===== src/hw/rtl/iems_pkg.sv =====
// types and constants shared by the i2c eeprom master sequencer
// no dependencies; compiled before every other file of the block
`timescale 1ns / 1ps
`default_nettype none

package iems_pkg;

  // command codes carried in the mode field
  localparam logic [1:0] MODE_TICK  = 2'd0;
  localparam logic [1:0] MODE_WRITE = 2'd1;
  localparam logic [1:0] MODE_READ  = 2'd2;

  // configuration register indexes
  localparam logic [1:0] REG_DEVICE_ADDRESS = 2'd0;
  localparam logic [1:0] REG_WORD_ADDRESS   = 2'd1;
  localparam logic [1:0] REG_WRITE_DATA     = 2'd2;

  // register values after reset
  localparam logic [6:0] DEVICE_ADDRESS_RESET = 7'h50;
  localparam logic [7:0] WORD_ADDRESS_RESET   = 8'hAA;
  localparam logic [7:0] WRITE_DATA_RESET     = 8'h55;

  typedef struct packed {
    logic [1:0] mode;
    logic       sda_sample;
  } cmd_t;

  typedef struct packed {
    logic       scl_level;
    logic       sda_release;
    logic       busy_res;
    logic       done_res;
    logic       nack_seen;
    logic [7:0] read_byte;
    logic       read_matches;
  } res_t;

  typedef struct packed {
    logic [1:0] index;
    logic [7:0] data;
  } cfg_t;

  // current register contents handed to the sequencer
  typedef struct packed {
    logic [6:0] device_address;
    logic [7:0] word_address;
    logic [7:0] write_data;
  } regs_t;

endpackage

`default_nettype wire


===== src/hw/rtl/iems_chan_if.sv =====
// valid/ready channel carrying one payload per transaction
// payload type is given by the instantiating level, usually from iems_pkg
`timescale 1ns / 1ps
`default_nettype none

interface iems_chan_if #(
  parameter type payload_t = logic
) ();
  logic     valid;
  logic     ready;
  payload_t payload;

  modport source (output valid, output payload, input ready);
  modport sink   (input valid, input payload, output ready);
endinterface

`default_nettype wire


===== src/hw/rtl/i2c_eeprom_master_sequencer_top.sv =====
// top level of the i2c eeprom master sequencer: config registers, sequencer, result buffer
// depends on iems_pkg, iems_chan_if and iems_core
`timescale 1ns / 1ps
`default_nettype none

// channel  role    payload                                    transaction
// cfg      sink    index[1:0], data[7:0]                      register write
// cmd      sink    mode[1:0], sda_sample                      one tick or command
// result   source  scl_level, sda_release, busy_res, done_res,
//                  nack_seen, read_byte[7:0], read_matches    one per cmd transaction
//
// one cmd transaction per clock while cmd.ready is high; the sequencer state and the
// result are updated at the accepting edge (result into the output register or skid)
// results sit in an output register backed by one skid entry; cmd stalls only
// when both are full
// rst is synchronous: bus released high, sequencer idle, registers to defaults
// cfg is always ready; write it only while the sequencer is idle (not enforced here)

module i2c_eeprom_master_sequencer_top (
  input wire logic clk,
  input wire logic rst,
  iems_chan_if.sink   cfg,
  iems_chan_if.sink   cmd,
  iems_chan_if.source result
);
  import iems_pkg::*;

  regs_t regs;
  res_t  res_next;
  res_t  out_data, skid_data;
  logic  out_valid, skid_valid;
  logic  accept, take;

  // configuration registers
  assign cfg.ready = 1'b1;

  always_ff @(posedge clk) begin
    if (rst) begin
      regs.device_address <= DEVICE_ADDRESS_RESET;
      regs.word_address   <= WORD_ADDRESS_RESET;
      regs.write_data     <= WRITE_DATA_RESET;
    end else if (cfg.valid) begin
      case (cfg.payload.index)
        REG_DEVICE_ADDRESS: regs.device_address <= cfg.payload.data[6:0];
        REG_WORD_ADDRESS:   regs.word_address   <= cfg.payload.data;
        REG_WRITE_DATA:     regs.write_data     <= cfg.payload.data;
        default:            regs                <= regs;
      endcase
    end
  end

  // command side advances the sequencer once per transaction
  assign cmd.ready = !skid_valid;
  assign accept    = cmd.valid && cmd.ready;
  assign take      = result.valid && result.ready;

  iems_core u_core (
    .clk      (clk),
    .rst      (rst),
    .step_en  (accept),
    .cmd      (cmd.payload),
    .regs     (regs),
    .res_next (res_next)
  );

  // output register plus one skid entry
  always_ff @(posedge clk) begin
    if (rst) begin
      out_valid  <= 1'b0;
      skid_valid <= 1'b0;
    end else if (accept) begin
      if (out_valid && !take) begin
        // downstream stalled: park the new result
        skid_valid <= 1'b1;
        skid_data  <= res_next;
      end else begin
        out_valid <= 1'b1;
        out_data  <= res_next;
      end
    end else if (take) begin
      if (skid_valid) begin
        out_data   <= skid_data;
        skid_valid <= 1'b0;
      end else begin
        out_valid <= 1'b0;
      end
    end
  end

  assign result.valid   = out_valid;
  assign result.payload = out_data;

  // skid entry is only ever filled behind a held output
  a_skid_behind_out : assert property (@(posedge clk) disable iff (rst)
    skid_valid |-> out_valid)
    else $error("skid entry valid with empty output register");

  // a full buffer that is not drained stays full and stalls the command side
  a_full_stalls : assert property (@(posedge clk) disable iff (rst)
    (skid_valid && !take) |=> (skid_valid && !cmd.ready))
    else $error("full result buffer lost an entry or accepted a command");

  // the done pulse always ends the transaction
  a_done_idle : assert property (@(posedge clk) disable iff (rst)
    (out_valid && out_data.done_res) |-> !out_data.busy_res)
    else $error("done result reported while still busy");

  // a read match is only reported together with done
  a_match_on_done : assert property (@(posedge clk) disable iff (rst)
    (out_valid && out_data.read_matches) |-> out_data.done_res)
    else $error("read match reported outside the done result");

endmodule

`default_nettype wire


===== src/hw/rtl/iems_core.sv =====
// bit sequencer: quarter-bit phase, step, shifters and the driven bus levels
// uses iems_pkg types; stepped once per accepted command transaction
`timescale 1ns / 1ps
`default_nettype none

module iems_core (
  input  wire logic            clk,
  input  wire logic            rst,
  input  wire logic            step_en,
  input  wire iems_pkg::cmd_t  cmd,
  input  wire iems_pkg::regs_t regs,
  output iems_pkg::res_t       res_next
);
  import iems_pkg::*;

  localparam logic [3:0] ST_IDLE   = 4'd0;
  localparam logic [3:0] ST_START  = 4'd1;
  localparam logic [3:0] ST_DEVW   = 4'd2;
  localparam logic [3:0] ST_ACK1   = 4'd3;
  localparam logic [3:0] ST_WADDR  = 4'd4;
  localparam logic [3:0] ST_ACK2   = 4'd5;
  localparam logic [3:0] ST_DATA   = 4'd6;
  localparam logic [3:0] ST_ACK3   = 4'd7;
  localparam logic [3:0] ST_STOP   = 4'd8;
  localparam logic [3:0] ST_RSTART = 4'd9;
  localparam logic [3:0] ST_DEVR   = 4'd10;
  localparam logic [3:0] ST_ACK4   = 4'd11;
  localparam logic [3:0] ST_RECV   = 4'd12;
  localparam logic [3:0] ST_MNACK  = 4'd13;

  logic [1:0] quarter_phase, quarter_phase_next;
  logic [2:0] bit_position, bit_position_next;
  logic [3:0] state, state_next;
  logic [7:0] tx_shift, tx_shift_next;
  logic [7:0] rx_shift, rx_shift_next;
  logic       is_read_op, is_read_op_next;
  logic       active, active_next;
  logic       sticky_nack, sticky_nack_next;
  logic       scl_drv, scl_drv_next;
  logic       sda_drv, sda_drv_next;

  logic       is_send, is_ack, scl_high;
  logic       done, read_match;
  logic [3:0] follow;

  assign is_send  = (state == ST_DEVW) || (state == ST_WADDR) ||
                    (state == ST_DATA) || (state == ST_DEVR);
  assign is_ack   = (state == ST_ACK1) || (state == ST_ACK2) ||
                    (state == ST_ACK3) || (state == ST_ACK4);
  assign scl_high = (quarter_phase == 2'd1) || (quarter_phase == 2'd2);

  // step order; the second ack splits write and read
  always_comb begin
    case (state)
      ST_START:  follow = ST_DEVW;
      ST_DEVW:   follow = ST_ACK1;
      ST_ACK1:   follow = ST_WADDR;
      ST_WADDR:  follow = ST_ACK2;
      ST_ACK2:   follow = is_read_op ? ST_RSTART : ST_DATA;
      ST_DATA:   follow = ST_ACK3;
      ST_ACK3:   follow = ST_STOP;
      ST_RSTART: follow = ST_DEVR;
      ST_DEVR:   follow = ST_ACK4;
      ST_ACK4:   follow = ST_RECV;
      ST_RECV:   follow = ST_MNACK;
      ST_MNACK:  follow = ST_STOP;
      default:   follow = ST_IDLE;
    endcase
  end

  always_comb begin
    quarter_phase_next = quarter_phase;
    bit_position_next  = bit_position;
    state_next         = state;
    tx_shift_next      = tx_shift;
    rx_shift_next      = rx_shift;
    is_read_op_next    = is_read_op;
    active_next        = active;
    sticky_nack_next   = sticky_nack;
    scl_drv_next       = scl_drv;
    sda_drv_next       = sda_drv;
    done               = 1'b0;
    read_match         = 1'b0;

    if (((cmd.mode == MODE_WRITE) || (cmd.mode == MODE_READ)) && !active) begin
      // command start: nothing new on the bus yet
      active_next        = 1'b1;
      is_read_op_next    = (cmd.mode == MODE_READ);
      state_next         = ST_START;
      quarter_phase_next = 2'd0;
      bit_position_next  = 3'd0;
      sticky_nack_next   = 1'b0;
      if (cmd.mode == MODE_READ) begin
        rx_shift_next = 8'd0;
      end
    end else if ((cmd.mode == MODE_TICK) && active) begin
      case (state) inside
        ST_START, ST_RSTART: begin
          scl_drv_next = scl_high;
          sda_drv_next = !quarter_phase[1];
        end
        ST_STOP: begin
          scl_drv_next = (quarter_phase != 2'd0);
          sda_drv_next = quarter_phase[1];
        end
        ST_DEVW, ST_WADDR, ST_DATA, ST_DEVR: begin
          scl_drv_next = scl_high;
          sda_drv_next = tx_shift[7];
        end
        default: begin
          scl_drv_next = scl_high;
          sda_drv_next = 1'b1;
        end
      endcase

      // sample point, second high quarter
      if (quarter_phase == 2'd2) begin
        if (is_ack && cmd.sda_sample) begin
          sticky_nack_next = 1'b1;
        end
        if (state == ST_RECV) begin
          rx_shift_next = {rx_shift[6:0], cmd.sda_sample};
        end
      end

      // end of the bit slot
      if (quarter_phase == 2'd3) begin
        if (is_send) begin
          tx_shift_next = {tx_shift[6:0], 1'b0};
        end
        if ((is_send || (state == ST_RECV)) && (bit_position != 3'd7)) begin
          bit_position_next = bit_position + 3'd1;
        end else begin
          bit_position_next = 3'd0;
          if (state == ST_STOP) begin
            done        = 1'b1;
            read_match  = is_read_op && (rx_shift == regs.write_data);
            active_next = 1'b0;
            state_next  = ST_IDLE;
          end else begin
            state_next = follow;
            case (follow)
              ST_DEVW:  tx_shift_next = {regs.device_address, 1'b0};
              ST_WADDR: tx_shift_next = regs.word_address;
              ST_DATA:  tx_shift_next = regs.write_data;
              ST_DEVR:  tx_shift_next = {regs.device_address, 1'b1};
              default:  tx_shift_next = tx_shift_next;
            endcase
            if (follow == ST_IDLE) begin
              active_next = 1'b0;
            end
          end
        end
      end
      quarter_phase_next = quarter_phase + 2'd1;
    end
  end

  always_ff @(posedge clk) begin
    if (rst) begin
      quarter_phase <= 2'd0;
      bit_position  <= 3'd0;
      state         <= ST_IDLE;
      tx_shift      <= 8'd0;
      rx_shift      <= 8'd0;
      is_read_op    <= 1'b0;
      active        <= 1'b0;
      sticky_nack   <= 1'b0;
      scl_drv       <= 1'b1;
      sda_drv       <= 1'b1;
    end else if (step_en) begin
      quarter_phase <= quarter_phase_next;
      bit_position  <= bit_position_next;
      state         <= state_next;
      tx_shift      <= tx_shift_next;
      rx_shift      <= rx_shift_next;
      is_read_op    <= is_read_op_next;
      active        <= active_next;
      sticky_nack   <= sticky_nack_next;
      scl_drv       <= scl_drv_next;
      sda_drv       <= sda_drv_next;
    end
  end

  assign res_next = '{
    scl_level:    scl_drv_next,
    sda_release:  sda_drv_next,
    busy_res:     active_next,
    done_res:     done,
    nack_seen:    sticky_nack_next,
    read_byte:    rx_shift_next,
    read_matches: read_match
  };

endmodule

`default_nettype wire


===== src/flat_wrapper.sv =====
// flat-port wrapper written by rule: the top's interface ports become plain ports
module i2c_eeprom_master_sequencer_top_flat import iems_pkg::*;
  (clk, rst, cfg_valid, cfg_payload, cfg_ready, cmd_valid, cmd_payload, cmd_ready, result_valid, result_payload, result_ready);
  iems_chan_if #(.payload_t(cfg_t)) cfg_i ();
  iems_chan_if #(.payload_t(cmd_t)) cmd_i ();
  iems_chan_if #(.payload_t(res_t)) result_i ();
  input wire logic clk;
  input wire logic rst;
  input wire logic [$bits(cfg_i.valid)-1:0] cfg_valid;
  input wire logic [$bits(cfg_i.payload)-1:0] cfg_payload;
  output wire logic [$bits(cfg_i.ready)-1:0] cfg_ready;
  input wire logic [$bits(cmd_i.valid)-1:0] cmd_valid;
  input wire logic [$bits(cmd_i.payload)-1:0] cmd_payload;
  output wire logic [$bits(cmd_i.ready)-1:0] cmd_ready;
  output wire logic [$bits(result_i.valid)-1:0] result_valid;
  output wire logic [$bits(result_i.payload)-1:0] result_payload;
  input wire logic [$bits(result_i.ready)-1:0] result_ready;
  assign cfg_i.valid = cfg_valid;
  assign cfg_i.payload = cfg_payload;
  assign cfg_ready = cfg_i.ready;
  assign cmd_i.valid = cmd_valid;
  assign cmd_i.payload = cmd_payload;
  assign cmd_ready = cmd_i.ready;
  assign result_valid = result_i.valid;
  assign result_payload = result_i.payload;
  assign result_i.ready = result_ready;
  i2c_eeprom_master_sequencer_top u_core (.clk(clk), .rst(rst), .cfg(cfg_i), .cmd(cmd_i), .result(result_i));
endmodule

===== config.mk =====
export PLATFORM = sky130hd
export DESIGN_NAME = i2c_eeprom_master_sequencer_top_flat
export DESIGN_NICKNAME = d
export VERILOG_FILES = /design/src/hw/rtl/iems_pkg.sv /design/src/hw/rtl/iems_chan_if.sv /design/src/hw/rtl/i2c_eeprom_master_sequencer_top.sv /design/src/hw/rtl/iems_core.sv /design/src/flat_wrapper.sv
export SDC_FILE = /design/constraint.sdc
export NUM_CORES = 1
export LEC_CHECK = 0
export ABC_CLOCK_PERIOD_IN_PS = 7210
export BUFFER_PORTS_ARGS = -buffer_cell sky130_fd_sc_hd__buf_2
export CAP_MARGIN = 30
export CORE_ASPECT_RATIO = 0.8
export CORE_MARGIN = 2
export CORE_UTILIZATION = 62
export CTS_CLUSTER_DIAMETER = 30
export DETAILED_ROUTE_END_ITERATION = 10
export GPL_TIMING_DRIVEN = 0
export PLACE_DENSITY_LB_ADDON = 0.15
export SLEW_MARGIN = 0
export SYNTH_ARGS = -nofsm -noshare
export SYNTH_HDL_FRONTEND = slang
export SYNTH_SLANG_ARGS = --single-unit

===== constraint.sdc =====
create_clock -name clk -period 7.21 [get_ports clk]
set_input_delay 0.3605 -clock clk [delete_from_list [all_inputs] [get_ports clk]]
set_output_delay 0.3605 -clock clk [all_outputs]
set_load 0.05 [all_outputs]

==> results of run 1 <==
-- cell usage in the layout, fill, tap and decap left out, types with 8 or more instances in the layout --
master and n:
mux2i_1 20, a21oi_1 33, buf_1 8, nor4_1 12
clkbuf_1 14, edfxtp_1 28, nand2_1 26, dfxtp_1 55
inv_1 20, clkbuf_8 9, a211o_1 11, nor2b_1 8
nor2_1 49, nand2b_1 11, o21ai_0 14, nor3_1 11
buf_2 41, nand3b_1 9, xnor2_1 9, o31ai_1 8
-- worst paths after layout --
| path | from | to | slack, ps | depth (start not counted) |
|---|---|---|---|---|
| max | u_core.u_core.state[0] | u_core.result.payload[12] | 5040 | 6 |
| max reg2reg | u_core.u_core.state[0] | u_core.result.payload[12] | 5040 | 6 |
| min | cfg_payload[6] | u_core.regs[22] | 220 | 2 |
| min reg2reg | u_core.u_core.scl_drv | u_core.u_core.scl_drv | 490 | 1 |
-- cells by family (layout without fill, tap and decap cells) --
logic type | after synthesis | in the layout | share of synthesized area [%]
adder cells (fa/ha/maj) | 7 | 7 | 2.040
flip-flops | 83 | 83 | 45.23
AO/OA/AOI/OAI | 103 | 103 | 16.03
multiplexers | 24 | 24 | 5.887
AND/OR/NAND/NOR | 173 | 173 | 23.55
XOR/XNOR | 9 | 9 | 1.836
other | 1 | 1 | 0.08735
buffers and inverters | 54 | 105 | 5.333
-- power breakdown --
group          total, mW  internal [mW]  switching, mW
Combinational      0.108         0.0339         0.0744
Sequential         0.505          0.495        0.00994
Clock              0.354          0.157          0.197
-- sequential cells by signal (all words and copies together), names as in the netlist --
signal and flops:
u_core.u_core.bit_position 3, u_core.u_core.rx_shift 8, u_core.result.valid 1, u_core.u_core.active 1, u_core.skid_data 14, u_core.u_core.sda_drv 1, u_core.u_core.quarter_phase 2, u_core.u_core.tx_shift 8
u_core.u_core.scl_drv 1, u_core.u_core.is_read_op 1, u_core.regs 23, u_core.skid_valid 1, u_core.result.payload 14, u_core.u_core.state 4, u_core.u_core.sticky_nack 1
-- synth_stat cells, drive strengths merged (3+ instances only) --
master and number:
buf 20, nand4b 6, xnor2 9, nand2 26, o31ai 8, mux2 4, and4 7, a21oi 34
edfxtp 28, or4 7, a211oi 4, mux2i 20, o32ai 6, nand3b 9, ha 7, nand3 7
a22o 3, inv 20, nor4 13, dfxtp 55, nand2b 11, clkbuf 14, nor2b 8, o21ai 16
nor3 11, a22oi 6, a211o 11, nor4b 3, nor2 49
-- worst reg2reg max path: cells and delay by family (launching register included) --
family / cells / cell delay, ps
AOI/OAI and AO/OA: 3 / 650
buffers and inverters: 3 / 950
DFF: 1 / 330
-- metal layers --
| metal | vias up | track usage, % |
|---|---|---|
| met5 | - | 0 |
| met4 | 0 | 8.451 |
| met3 | 18 | 6.233 |
| met2 | 158 | 44.65 |
| met1 | 1787 | 41.10 |
| li1 | 1762 | - |
-- layout make-up --
class                           count  area [µm²]  share of cell area (%)
Sequential cell                    83        1942                   40.35
Timing Repair Buffer               35       186.4                   3.874
Clock buffer                       10       148.9                   3.094
Inverter                           20       75.07                   1.560
Multi-Input combinational cell    317        2135                   44.36
Clock inverter                      6       62.56                   1.300
Buffer                             34       153.9                   3.198
Tap cell                           87       108.9                   2.262
-- through the flow --
step	cell area (µm²)	hold slack [ps]	util, %
floorplan	4293	435.6	-
global placement	4562	443.6	67.18
detailed placement	4593	460.6	67.64
CTS	4805	214.4	70.76
global route	4812	211.2	70.87
finish	4812	218.0	70.87
==> metrics.yaml, run 1 <==
outcome:
  outcome: "completed"
placement:
  dp_slack_ps: 4851
  dpl.cell_count: 575
  io_buffers: 32
  routabilityCongestion: 1.003
  place_hpwl_um: 7706
sta:
  fin_skew_ps: 9.609
  fin_ws_ps: 5036
  fin_crit_ps: 2174
  setup_violations: 0
  maxSlewHeadroom_pct: 45.06
  hold_viol: 0
  final_max_slew_viol_count: 0
  final.setup.tns_ps: 0
  rsz0062_at_grt: "false"
  fin_crit_sh_pct: 30.16
  worstMarginPinSlew_ps: 817.8
  max_freq_ghz: 0.4599
layout:
  drive_gt1_share_pct: 15.05
  layout.cells.non_filler: 592
  fillers: 538
  nNetsFinal: 525
  area_growth_pct: 12.10
  antennaDiodeCount: 0
routing:
  dr.pass1.iters: 5
  m1WireLength_um: 5070
  routed_via_density: 6.292
  vias: 3725
  wl_met2_um: 4906
  drt_wl_total_um: 10920
  drt_iter0_drc: 305
  drc: 0
  ant_nets: 0
  dr_wl_met3_um: 828
  routed.top_layer: "met4"
  wl_per_cell_um: 18.44
worst_setup_path:
  start_kind: "flop"
  path_class: "flop to flop"
  crit_path_end_kind: "flop"
  critical-path-top-delay-family: "buffers and inverters"
  arrival_ps: 2290
  path_buf_inv: 3
  cp.required_ps: 7320
  crit_path_cell_trace: "buf_2, buf_2, clkbuf_1, a31oi_1, a31oi_1, a21oi_1"
  slowest_stage: "clkbuf_1"
  max_stage_delay_ps: 450
  path_max_fanout: 10
synthesis:
  synth-edff-count: 28
  synth_area_um2: 4293
  ys_seq_area_share_pct: 45.23
  yosys.cell_types.count: 62
  yosysWarnings: 0
  synth_top_area_share_pct: 25.65
  ys_ff_latch: 83
  yosysTopAreaCell: "dfxtp_1"
  syn_nets: 479
  synthTopCellsByArea: "dfxtp_1, edfxtp_1, mux2i_1"
  synth_async_sr_flop_share_pct: 0
  syn_area_per_cell_um2: 9.456
  synthFlopType: "dfxtp_1"
  syn_inst: 454
power_and_ir_drop:
  leakage_nw: 1.835
  ir_worst_vdd_uv: 137.6
  p_per_area_nw_per_um2: 200.8
  total_power_mw: 0.9664
global_route:
  grt_max_degree: 18
  grtUsageTotal_pct: 28.88
  grt_pass1_wl_um: 17300
  grt_pass1_vias: 3445
  overflow: 0
  antenna_found_initial: 0
clocking:
  hold_buffers: 0
  clk_latency_ps: 370
  cts_sinks: 83
  clockRootBuffer: "clkbuf_8"
  cts_tree: "built"
  htree_levels: 3
  post_cts_buffers: 0
  path_clk_slew_ps: 90
  cts.path.max_buffers: 2
  postCtsResizedCells: 0
  cts_made_buffers: 9
die:
  dieArea_um2: 7610
  io_pins: 35
  rows: 27
  die_w_um: 97.03
  die_y_um: 78.43
  initial_core_util_pct: 63.22
  fp.coreArea_um2: 6790
job:
  maxCapViolCount: 0
hold_path:
  hold_path_class: "input port to flop"
No activity file was read; power rests on OpenSTA's default activity.
==> run 2, diff against run 1 <==
- ABC_AREA: default -> 1
- ABC_CLOCK_PERIOD_IN_PS: 7210 -> 2200
- CORE_UTILIZATION: 62 -> 59
- clock period: 7.21 -> 2.2 ns (I/O delays scaled with it)
==> metrics.yaml, run 2 <==
outcome:
  outcome: "completed"  # unchanged
global_route:
  antenna_found_initial: 0  # unchanged
  grt_pass1_wl_um: 15590  # was 17300 µm
  overflow: 0  # unchanged
  grt_pass1_vias: 3439  # was 3445
  grtUsageTotal_pct: 26.91  # was 28.88%
  grt_max_degree: 14  # was 18
layout:
  area_growth_pct: 12.15  # was 12.10%
  post-route-util_pct: 69.40  # was 70.87%
  drive_gt1_share_pct: 13.16  # was 15.05%
  nNetsFinal: 605  # was 525
  top_register: "u_core.regs"  # unchanged
  fillers: 556  # was 538
  final_cell_mix: "nand2_1, dfxtp_1, inv_1"  # was dfxtp_1, nor2_1, buf_2
  final_common_cell: "nand2_1"  # was dfxtp_1
  antennaDiodeCount: 0  # unchanged
  largest_reg_flops: 23  # unchanged
die:
  die_y_um: 77.89  # was 78.43 µm
  dieArea_um2: 7505  # was 7610 µm²
  rows: 26  # was 27
  io_pins: 35  # unchanged
  fp.coreArea_um2: 6506  # was 6790 µm²
  initial_core_util_pct: 61.88  # was 63.22%
  die_w_um: 96.36  # was 97.03 µm
routing:
  drt_wl_total_um: 9330  # was 10920 µm
  dr.pass1.iters: 5  # unchanged
  wl_per_cell_um: 13.95  # was 18.44 µm
  ant_nets: 0  # unchanged
  routed_via_density: 5.495  # was 6.292
  drc: 0  # unchanged
  vias: 3676  # was 3725
  drt_iter0_drc: 249  # was 305
worst_setup_path:
  rr_startpoint: "u_core.u_core.state[1]"  # was u_core.u_core.state[0]
  start_kind: "flop"  # unchanged
  slowest_stage: "dfxtp_1"  # was clkbuf_1
  max_stage_delay_ps: 320  # was 450 ps
  r2r_end: "u_core.result.payload[12]"  # unchanged
  path_max_fanout: 10  # unchanged
  cp-endpoint: "u_core.result.payload[12]"  # unchanged
  crit_path_end_kind: "flop"  # unchanged
  path_class: "flop to flop"  # unchanged
  rr_worst_depth: 11  # was 6
  path_buf_inv: 4  # was 3
  setup.worst_path.start: "u_core.u_core.state[1]"  # was u_core.u_core.state[0]
  cp.required_ps: 2310  # was 7320 ps
  path_depth: 11  # was 6
  critical-path-top-delay-family: "simple AND/OR/NAND/NOR gates"  # was buffers and inverters
  rrSetupSlack_ps: 290  # was 5040 ps
  crit_path_cell_trace: "buf_4, inv_1, o21ai_1, nand2_1, buf_4, clkinvlp_4, nand2_1, nand3_1, nand3_1, nand3_1, nand2_1"  # was buf_2, buf_2, clkbuf_1, a31oi_1, a31oi_1, a21oi_1
  arrival_ps: 2010  # was 2290 ps
sta:
  fin_crit_ps: 1906  # was 2174 ps
  setup_violations: 0  # unchanged
  final_max_slew_viol_count: 0  # unchanged
  hold_viol: 0  # unchanged
  max_freq_ghz: 0.5247  # was 0.4599 GHz
  worstMarginPinSlew_ps: 931.5  # was 817.8 ps
  fin_crit_sh_pct: 86.63  # was 30.16%
  maxSlewHeadroom_pct: 37.42  # was 45.06%
  fin_skew_ps: 3.284  # was 9.609 ps
  whs_ps: 6.448  # was 218.0 ps
  rsz0062_at_grt: "false"  # unchanged
clocking:
  cts.path.max_buffers: 2  # unchanged
  cts_tree: "built"  # unchanged
  cts_sinks: 83  # unchanged
  path_clk_slew_ps: 80  # was 90 ps
  htree_levels: 3  # unchanged
  post_cts_buffers: 0  # unchanged
  cts_made_buffers: 9  # unchanged
  clockRootBuffer: "clkbuf_8"  # unchanged
  clk_latency_ps: 350  # was 370 ps
synthesis:
  yosys.cell_types.count: 39  # was 62
  ys_seq_area_share_pct: 48.23  # was 45.23%
  synth-edff-count: 28  # unchanged
  ys_top_cells_by_count: "nand2_1, dfxtp_1, inv_1"  # was dfxtp_1, nor2_1, a21oi_1
  synth_async_sr_flop_share_pct: 0  # unchanged
  syn_inst: 534  # was 454
  synth_area_um2: 4026  # was 4293 µm²
  yosysMostFrequentCell: "nand2_1"  # was dfxtp_1
  yosysTopAreaCell: "dfxtp_1"  # unchanged
  syn_area_per_cell_um2: 7.540  # was 9.456 µm²
  ys_ff_latch: 83  # unchanged
  synth_top_area_share_pct: 27.35  # was 25.65%
  synthFlopType: "dfxtp_1"  # unchanged
  yosysWarnings: 0  # unchanged
  synthTopCellsByArea: "dfxtp_1, edfxtp_1, nand2_1"  # was dfxtp_1, edfxtp_1, mux2i_1
  syn_nets: 559  # was 479
hold_path:
  worst_hold_path.num_cells: 3  # was 2
  hold_path_class: "input port to flop"  # unchanged
placement:
  routabilityCongestion: 0.9093  # was 1.003
  io_buffers: 32  # unchanged
  place_hpwl_um: 7030  # was 7706 µm
job:
  maxCapViolCount: 0  # unchanged
power_and_ir_drop:
  leakage_nw: 1.993  # was 1.835 nW
  p_per_area_nw_per_um2: 691.4  # was 200.8 nW/µm²
  ir_worst_vdd_uv: 415.9  # was 137.6 µV
run 2: per-layer routing:
metal / vias to the layer above / GRT usage (%) / part of all wire [%]
met5: - / 0 / 0
met4: 0 / 8.451 / 1.7
met3: 18 / 7.573 / 8.2
met2: 123 / 40.21 / 44
met1: 1705 / 37.81 / 46
li1: 1830 / - / -
run 2: area by class of cell:
| cell class | count | area, µm² | area share [%] |
|---|---|---|---|
| sequential | 83 | 1942 | 43.00 |
| clock buffer | 10 | 127.6 | 2.826 |
| timing repair buffer | 35 | 185.2 | 4.101 |
| multi-input combinational | 378 | 1803 | 39.93 |
| clock inverter | 6 | 56.30 | 1.247 |
| inverter | 58 | 221.5 | 4.904 |
| buffer | 15 | 75.07 | 1.663 |
| tap | 84 | 105.1 | 2.328 |
run 2: cell families after synthesis:
logic type / count (synthesis) / synth area share (%)
adders and majority gates: 7 / 2.175
DFF: 83 / 48.23
AOI/OAI and AO/OA: 83 / 11.53
other: 1 / 0.09314
xor gates and xnor gates: 2 / 0.4351
buffers and inverters: 73 / 7.271
and+or+nand+nor: 285 / 30.27
run 2: metrics by stage:
stage	setup slack, ps	instance area (µm²)	power, mW	setup TNS (ps)	std cells
after floorplan	3.791	4033	1.992	0	534
after global placement	-371.0	4298	2.090	-5180	650
after detailed placement	260.2	4318	2.104	0	652
after CTS	245.3	4512	3.126	0	669
after global routing	95.41	4516	3.247	0	669
final	294.2	4516	3.122	0	669
run 2: worst min path at each step:
stage,startpoint,end,slack (ps)
after global routing,cfg_payload[0],u_core.regs[0],20
after floorplan,cfg_payload[3],u_core.regs[11],220
after CTS,cfg_payload[0],u_core.regs[0],6
after detailed placement,cfg_payload[7],u_core.regs[15],350
final,cfg_payload[1],u_core.regs[9],6
after global placement,cfg_payload[7],u_core.regs[15],340
run 2: timing repair:
action / in CTS / in global routing
endpoints found under the hold margin: 1 / 0
hold buffers: 1 / 0
endpoints found under the setup margin: 0 / 1
resized for setup: 0 / 1
run 2: worst min-delay path, cell delays in order:
cell,delay [ps]
buf_2,110
nand2_1,60
nand3_1,50
run 2: power by group:
| part | internal (mW) | leakage (nW) | total [mW] | switching, mW |
|---|---|---|---|---|
| logic | 0.115 | 1.19 | 0.403 | 0.288 |
| clock network | 0.516 | 0.0951 | 1.05 | 0.532 |
| registers | 1.64 | 0.709 | 1.67 | 0.0282 |
==> run 3, diff against run 2 <==
- CELL_PAD_IN_SITES_DETAIL_PLACEMENT: default -> 0
- CELL_PAD_IN_SITES_GLOBAL_PLACEMENT: default -> 1
- CORE_UTILIZATION: 59 -> 44
- PLACE_DENSITY: default -> 0.9
- PLACE_DENSITY_LB_ADDON: 0.15 -> default
==> metrics.yaml, run 3 (synthesis results as in run 2) <==
sta:
  hold_viol: 0  # unchanged
  worstMarginPinSlew_ps: 907.6  # was 931.5 ps
  fin_crit_ps: 1953  # was 1906 ps
  final_max_slew_viol_count: 0  # unchanged
  fin_skew_ps: 9.678  # was 3.284 ps
  rsz0062_at_grt: "false"  # unchanged
  fin_crit_sh_pct: 88.75  # was 86.63%
  maxSlewHeadroom_pct: 39.02  # was 37.42%
  whs_ps: 15.98  # was 6.448 ps
  setup_violations: 0  # unchanged
  max_freq_ghz: 0.5121  # was 0.5247 GHz
routing:
  wl_per_cell_um: 14.10  # was 13.95 µm
  vias: 3564  # was 3676
  ant_nets: 0  # unchanged
  drc: 0  # unchanged
  dr.pass1.iters: 4  # was 5
  drt_wl_total_um: 9871  # was 9330 µm
  drt_iter0_drc: 181  # was 249
  routed_via_density: 5.091  # was 5.495
worst_setup_path:
  rr_startpoint: "u_core.u_core.state[1]"  # unchanged
  max_stage_delay_ps: 310  # was 320 ps
  setup.worst_path.start: "u_core.u_core.state[1]"  # unchanged
  path_class: "flop to flop"  # unchanged
  cp.required_ps: 2290  # was 2310 ps
  slowest_stage: "dfxtp_1"  # unchanged
  path_depth: 11  # unchanged
  arrival_ps: 2050  # was 2010 ps
  crit_path_cell_trace: "buf_4, inv_1, o21ai_1, nand2_1, buf_4, clkinvlp_4, nand2_1, nand3_1, nand3_1, nand3_1, nand2_1"  # unchanged
  path_max_fanout: 10  # unchanged
  path_buf_inv: 4  # unchanged
  crit_path_end_kind: "flop"  # unchanged
  start_kind: "flop"  # unchanged
  critical-path-top-delay-family: "simple AND/OR/NAND/NOR gates"  # unchanged
  rr_worst_depth: 11  # unchanged
layout:
  top_register: "u_core.regs"  # unchanged
  final_cell_mix: "nand2_1, dfxtp_1, inv_1"  # unchanged
  nNetsFinal: 605  # unchanged
  antennaDiodeCount: 0  # unchanged
  fillers: 861  # was 556
  final_area_um2: 4687  # was 4516 µm²
  largest_reg_flops: 23  # unchanged
  area_growth_pct: 16.41  # was 12.15%
  drive_gt1_share_pct: 13.16  # unchanged
  seq_area_um2: 1942  # unchanged
  multiInputGateArea_um2: 1803  # unchanged
  final_common_cell: "nand2_1"  # unchanged
power_and_ir_drop:
  leakage_nw: 2.047  # was 1.993 nW
  p_per_area_nw_per_um2: 782.9  # was 691.4 nW/µm²
  ir_worst_vdd_uv: 530.8  # was 415.9 µV
clocking:
  cts_made_buffers: 9  # unchanged
  post_cts_buffers: 0  # unchanged
  htree_levels: 3  # unchanged
  cts_sinks: 83  # unchanged
  clockRootBuffer: "clkbuf_16"  # was clkbuf_8
  cts_tree: "built"  # unchanged
  clk_latency_ps: 340  # was 350 ps
  path_clk_slew_ps: 60  # was 80 ps
  cts.path.max_buffers: 2  # unchanged
die:
  dieArea_um2: 9937  # was 7505 µm²
  fp.coreArea_um2: 8960  # was 6506 µm²
  die_w_um: 111.0  # was 96.36 µm
  initial_core_util_pct: 44.94  # was 61.88%
  rows: 31  # was 26
  io_pins: 35  # unchanged
  die_y_um: 89.56  # was 77.89 µm
placement:
  io_buffers: 32  # unchanged
  place_hpwl_um: 7408  # was 7030 µm
  routabilityCongestion: 0.8422  # was 0.9093
  dpl-instance-area_um2: 4353  # was 4318 µm²
global_route:
  grt_pass1_wl_um: 16030  # was 15590 µm
  overflow: 0  # unchanged
  grt_pass1_vias: 3328  # was 3439
  grtUsageTotal_pct: 20.60  # was 26.91%
  antenna_found_initial: 0  # unchanged
  grt_max_degree: 15  # was 14
hold_path:
  hp-start: "cfg_payload[1]"  # unchanged
  hold_path_class: "input port to flop"  # unchanged
  worst_hold_path.num_cells: 3  # unchanged
job:
  maxCapViolCount: 0  # unchanged
outcome:
  outcome: "completed"  # unchanged
## run 3: changes by cell type in the layout (fill, tap and decap cells not counted), moves of 2 or more
| cell | previous run | this run |
|---|---|---|
| buf_6 | 0 | 2 |
| clkbuf_16 | 0 | 9 |
| buf_4 | 6 | 4 |
| clkbuf_8 | 9 | 0 |
## run 3: stage by stage
step / setup slack (ps) / power (mW) / instances / setup TNS [ps] / utilization, %
6_report: 247.4 / 3.669 / 700 / 0 / 52.31
5_1_grt: 83.32 / 3.790 / 700 / 0 / 52.31
4_1_cts: 57.32 / 3.687 / 699 / 0 / 52.14
3_5_place_dp: 86.71 / 2.106 / 682 / 0 / 48.58
3_3_place_gp: -371.9 / 2.094 / 681 / -5193 / 48.40
2_1_floorplan: 3.791 / 1.992 / 534 / 0 / -
## run 3: final timing paths
check | slack, ps | to
hold reg to reg | 450 | u_core.regs[21]
hold / removal | 20 | u_core.regs[9]
setup reg to reg | 250 | u_core.result.payload[12]
setup / recovery | 250 | u_core.result.payload[12]
## run 3: layer usage
layer  vias to the layer above  share of wire, %  global-route usage (%)
li1                       1828                 -                       -
met1                      1672                48                   27.10
met2                        51                46                   34.41
met3                        13               4.0                   4.881
met4                         0               1.3                   6.136
met5                         -                 0                       0
## run 3: layout make-up
cell class | instances | share of cell area (%)
Sequential cell | 83 | 41.43
Multi-Input combinational cell | 378 | 38.47
Clock buffer | 10 | 4.885
Inverter | 58 | 4.725
Timing Repair Buffer | 35 | 4.111
Tap cell | 115 | 3.070
Clock inverter | 6 | 1.708
Buffer | 15 | 1.602
## run 3: worst register-to-register path: cells and delay by family (launching register included)
kind / cells / cell delay (ps)
buf+inv: 4 / 570
compound gates: 1 / 210
simple gates: 6 / 640
flops: 1 / 310
## run 3: repair_timing
item / CTS / global route
hold endpoints to repair: 1 / 0
endpoints found under the setup margin: 0 / 1
gates resized for setup: 0 / 1
hold buffers: 1 / 0
## run 3: where the power goes
| group | switching (mW) | internal (mW) |
|---|---|---|
| clock | 0.605 | 0.985 |
| sequential | 0.0272 | 1.65 |
| combinational | 0.291 | 0.116 |
